==> src/ssmt_pkg.sv <==
// Package for the sparse set membership table.
// Holds the table size, field widths, operation and status codes and shared types.
// No dependencies.
package ssmt_pkg;

    localparam int KEYS    = 256;
    localparam int IDX_W   = $clog2(KEYS);
    localparam int MODE_W  = 2;
    localparam int KEY_W   = 9;
    localparam int STAT_W  = 2;
    localparam int COUNT_W = 9;
    localparam int SLOT_W  = 8;

    typedef logic [IDX_W-1:0]   idx_t;
    typedef logic [KEY_W-1:0]   key_t;
    typedef logic [COUNT_W-1:0] count_t;
    typedef logic [SLOT_W-1:0]  slot_t;

    typedef enum logic [MODE_W-1:0] {
        MODE_QUERY  = 2'd0,
        MODE_ADD    = 2'd1,
        MODE_REMOVE = 2'd2,
        MODE_CLEAR  = 2'd3
    } mode_t;

    typedef enum logic [STAT_W-1:0] {
        ST_OK     = 2'd0,
        ST_DUP    = 2'd1,
        ST_ABSENT = 2'd2,
        ST_RANGE  = 2'd3
    } status_t;

    typedef enum logic [1:0] {
        S_IDLE,
        S_LOOKUP,
        S_UPDATE
    } state_t;

    // One write port of a table memory
    typedef struct packed {
        logic en;
        idx_t addr;
        idx_t data;
    } mem_wr_t;

endpackage

==> src/ssmt_slot_ram.sv <==
// Key-to-slot memory: one read port, one write port, registered read.
// A read and a write to the same entry at the same edge return the new word.
// Depends on ssmt_pkg.
module ssmt_slot_ram (
    input  logic             clk,
    input  logic             ren,
    input  ssmt_pkg::idx_t   raddr,
    input  ssmt_pkg::mem_wr_t wr,
    output ssmt_pkg::idx_t   rdata
);
    import ssmt_pkg::*;

    idx_t mem [KEYS];
    idx_t rdata_reg;

    always_ff @(posedge clk)
    begin
        if (wr.en)
        begin
            mem[wr.addr] <= wr.data;
        end
    end

    // Forward the word being written so a back-to-back item sees it
    always_ff @(posedge clk)
    begin
        if (ren)
        begin
            if (wr.en && (wr.addr == raddr))
            begin
                rdata_reg <= wr.data;
            end
            else
            begin
                rdata_reg <= mem[raddr];
            end
        end
    end

    assign rdata = rdata_reg;

endmodule

==> config.mk <==
export PLATFORM = sky130hd
export DESIGN_NAME = ssmt_slot_ram
export DESIGN_NICKNAME = d
export VERILOG_FILES = /design/src/ssmt_pkg.sv /design/src/ssmt_slot_ram.sv
export SDC_FILE = /design/constraint.sdc
export NUM_CORES = 2
export LEC_CHECK = 0
export ABC_AREA = 0
export ABC_CLOCK_PERIOD_IN_PS = 8590
export BUFFER_PORTS_ARGS = -buffer_cell sky130_fd_sc_hd__buf_2
export CAP_MARGIN = 5
export CORE_ASPECT_RATIO = 0.6
export CORE_UTILIZATION = 50
export CTS_BUF_LIST = sky130_fd_sc_hd__clkbuf_16
export CTS_CLUSTER_DIAMETER = 60
export DETAILED_ROUTE_END_ITERATION = 10
export PLACE_DENSITY = 0.65
export SYNTH_ARGS = -nofsm -noshare
export SYNTH_HDL_FRONTEND = slang
export SYNTH_SLANG_ARGS = --single-unit
==> constraint.sdc <==
create_clock -name clk -period 8.59 [get_ports clk]
set_clock_uncertainty 0.1 [all_clocks]
set_input_delay 0.859 -clock clk [delete_from_list [all_inputs] [get_ports clk]]
set_output_delay 0.859 -clock clk [all_outputs]
set_load 0.01 [all_outputs]
==> run summary <==
status -> finished, final reports clean
Cell Rows -> 113
crit-path most repeated cell -> a21oi_1
grt ovf -> 0
CP max FO -> 62
Inst Count DP -> 5984
final instance area -> 87980 µm²
CTS max path bufs -> 4
Ys Warns -> 0
post-CTS sizing -> 0
Slew Limit Fails -> 0
Core ar. -> 158400 µm²
Mapped Area -> 79830 µm²
leading area contributor after synthesis -> edfxtp_1
f_max -> 0.2046 GHz
count of different cell masters after synthesis -> 47
critical path startpoint -> raddr[1]
CP Launch Type -> input pin
max FFs per register -> 2048
Area after DPL -> 82190 µm²
Synth top area share -> 0.7734
Synth area leaders -> edfxtp_1, mux4_2, mux2i_1
Die Ht -> 311.5 µm
global-route wire length before repair -> 293000 µm
Net Count, Synth -> 4034
Post-Syn Instances -> 4007
Reg area -> 61740 µm²
CP max stage cell -> a2111oi_0
CTS Hold Bufs -> 0
post-detailed-route via-to-cell ratio -> 6.469
most frequent cells in the layout -> edfxtp_1, mux4_2, mux2i_1
multi-input combinational cell area -> 16880 µm²
initial antenna violation count -> 15
hpwl dp -> 125200 µm
CTS root buffer -> clkbuf_16
Crit. End Element -> flip-flop
Sink Count -> 2056
Slew headroom -> 0.1153
Leak -> 27.54 nW
H-Tree Depth -> 4
Worst Path Arrival -> 5.29 ns
unrepaired setup endpoints after global routing -> no
chip width -> 517.9 µm
dominant synthesized flop cell -> edfxtp_1
Ports -> 35
full die area -> 161300 µm²
crit-path cells -> buf_8 -> or2_4 -> buf_4 -> o221ai_1 -> a21oi_1 -> nor3_1 -> or4_1 -> a2111oi_0 -> a21oi_1
syn_area_per_cell -> 19.92 µm²
commonest non-fill, non-tap cell in the layout -> edfxtp_1
simple-gate share of the synthesized area -> 0.02970
worst hold path class -> in2reg
drt drc -> 0
Max IR drop VDD -> 0.1759 mV
P&R area growth vs syn -> 10.20%
Post-CTS Setup Bufs -> 0
Crit Reg-Reg Startpoint -> mem[182][7]
pin count of the biggest net entering global routing -> 155
Max-cap violations -> 0
total track usage -> 0.2535
Setup Crit Path Kind -> in2reg
share of synthesized registers carrying an async set or reset -> 0
Reg clk slew, reported paths -> 0.08 ns
CP Data Required Time -> 8.99 ns
mux contribution to synthesized area -> 0.1382
share of cells above drive strength 1 -> 0.1693
Clk Latency, worst-skew pair -> 0.84 ns
# fillers -> 11.91k
Final period util -> 0.5691
Starting DRT DRC Count -> 5898
post-synthesis sequential element count -> 2056
Hold Path Origin -> ren
number of antenna-violating nets in the routed design -> 0
Worst-Margin Slew -> 1.322 ns
Fin Setup TNS -> 0 ns
# port buffers -> 34
Num CTS Buffers -> 187
DRT Pass-1 Iters -> 7
Routed WL per cell -> 32.45 µm
Final Non-Filler Cells -> 6315
Final Core Density -> 0.5556
Total Wirelength -> 204900 µm
sequential-to-total area share from yosys stat -> 0.7734
Final Hold Vio Count -> 0
final layout net count -> 4073
via count -> 40.85k
number of global-route vias before repair -> 39.22k
Post-synth EDFFs -> 2056
Setup Viol. Count Final -> 0
Synth Area in XOR/XNOR -> 0.0008777
Max stage delay on crit path -> 1.18 ns
initial core utilization -> 0.5041
PD cells -> 229.3 nW/µm²
CTS tree -> yes
compound-cell area share of the yosys netlist -> 0.04194
adder-cell share of the synthesized area -> 0
largest family of logic cells by synthesized area -> multiplexers
crit path time final -> 4.888 ns
routability cong. -> 0.9125
-- per-layer routing --
| metal | global-route usage | vias up | share of wire |
|---|---|---|---|
| li1 | - | 16669 | - |
| met1 | 0.4136 | 21465 | 0.45 |
| met2 | 0.3259 | 2401 | 0.40 |
| met3 | 0.07918 | 316 | 0.13 |
| met4 | 0.06357 | 0 | 0.025 |
| met5 | 0 | - | 0 |
-- critical path, delay by kind of cell --
family	cells	cell delay, ns
buf+inv	2	0.83
simple gates	3	1.59
compound gates	4	1.84
-- path summary, 6_finish.rpt --
check | to | slack [ns] | cells after the start
worst min-delay path | rdata[2] | 0.34 | 1
worst max register to register | rdata[7] | 4.75 | 6
worst min register to register | rdata[5] | 1.04 | 5
worst max-delay path | rdata[7] | 3.70 | 9
-- kinds of logic after synthesis --
kind of cell / Yosys count
AND/OR/NAND/NOR: 541
XOR/XNOR: 8
flip-flops: 2056
multiplexers: 665
AO/OA/AOI/OAI: 480
buffers and inverters: 257
-- where the power goes --
group	internal [mW]	switching, mW	total, mW	leakage [nW]
sequential	11.1	0.0136	11.1	18.5
combinational	0.303	0.701	1.00	6.09
clock	4.47	3.63	8.10	2.97
-- cells in the mapped netlist, drive strengths merged, types with 59 or more instances --
cell type	instances
nand2	79
a21oi	71
edfxtp	2056
buf	124
clkbuf	126
nor2	295
o22ai	65
o21ai	62
mux2i	315
mux4	350
a22oi	98
a221oi	59
-- per-stage QoR --
stage / hold slack [ns] / power (mW) / setup WS, ns
after detailed placement: 1.016 / 12.28 / 2.983
after global placement: 1.002 / 12.27 / 3.038
final: 0.3371 / 20.17 / 3.702
after CTS: 0.2971 / 20.22 / 3.886
after floorplan: 0.8234 / 11.81 / 5.216
after global routing: 0.3083 / 20.66 / 3.747
-- cell type report --
cell class	instances	area share
Clock inverter	134	0.01131
Tap cell	2127	0.03025
Clock buffer	191	0.05433
Sequential cell	2056	0.7018
Inverter	7	0.0002987
Multi-Input combinational cell	1694	0.1919
Timing Repair Buffer	100	0.009984
Antenna cell	6	0.0001707
Power figures use the tool's default switching activity.
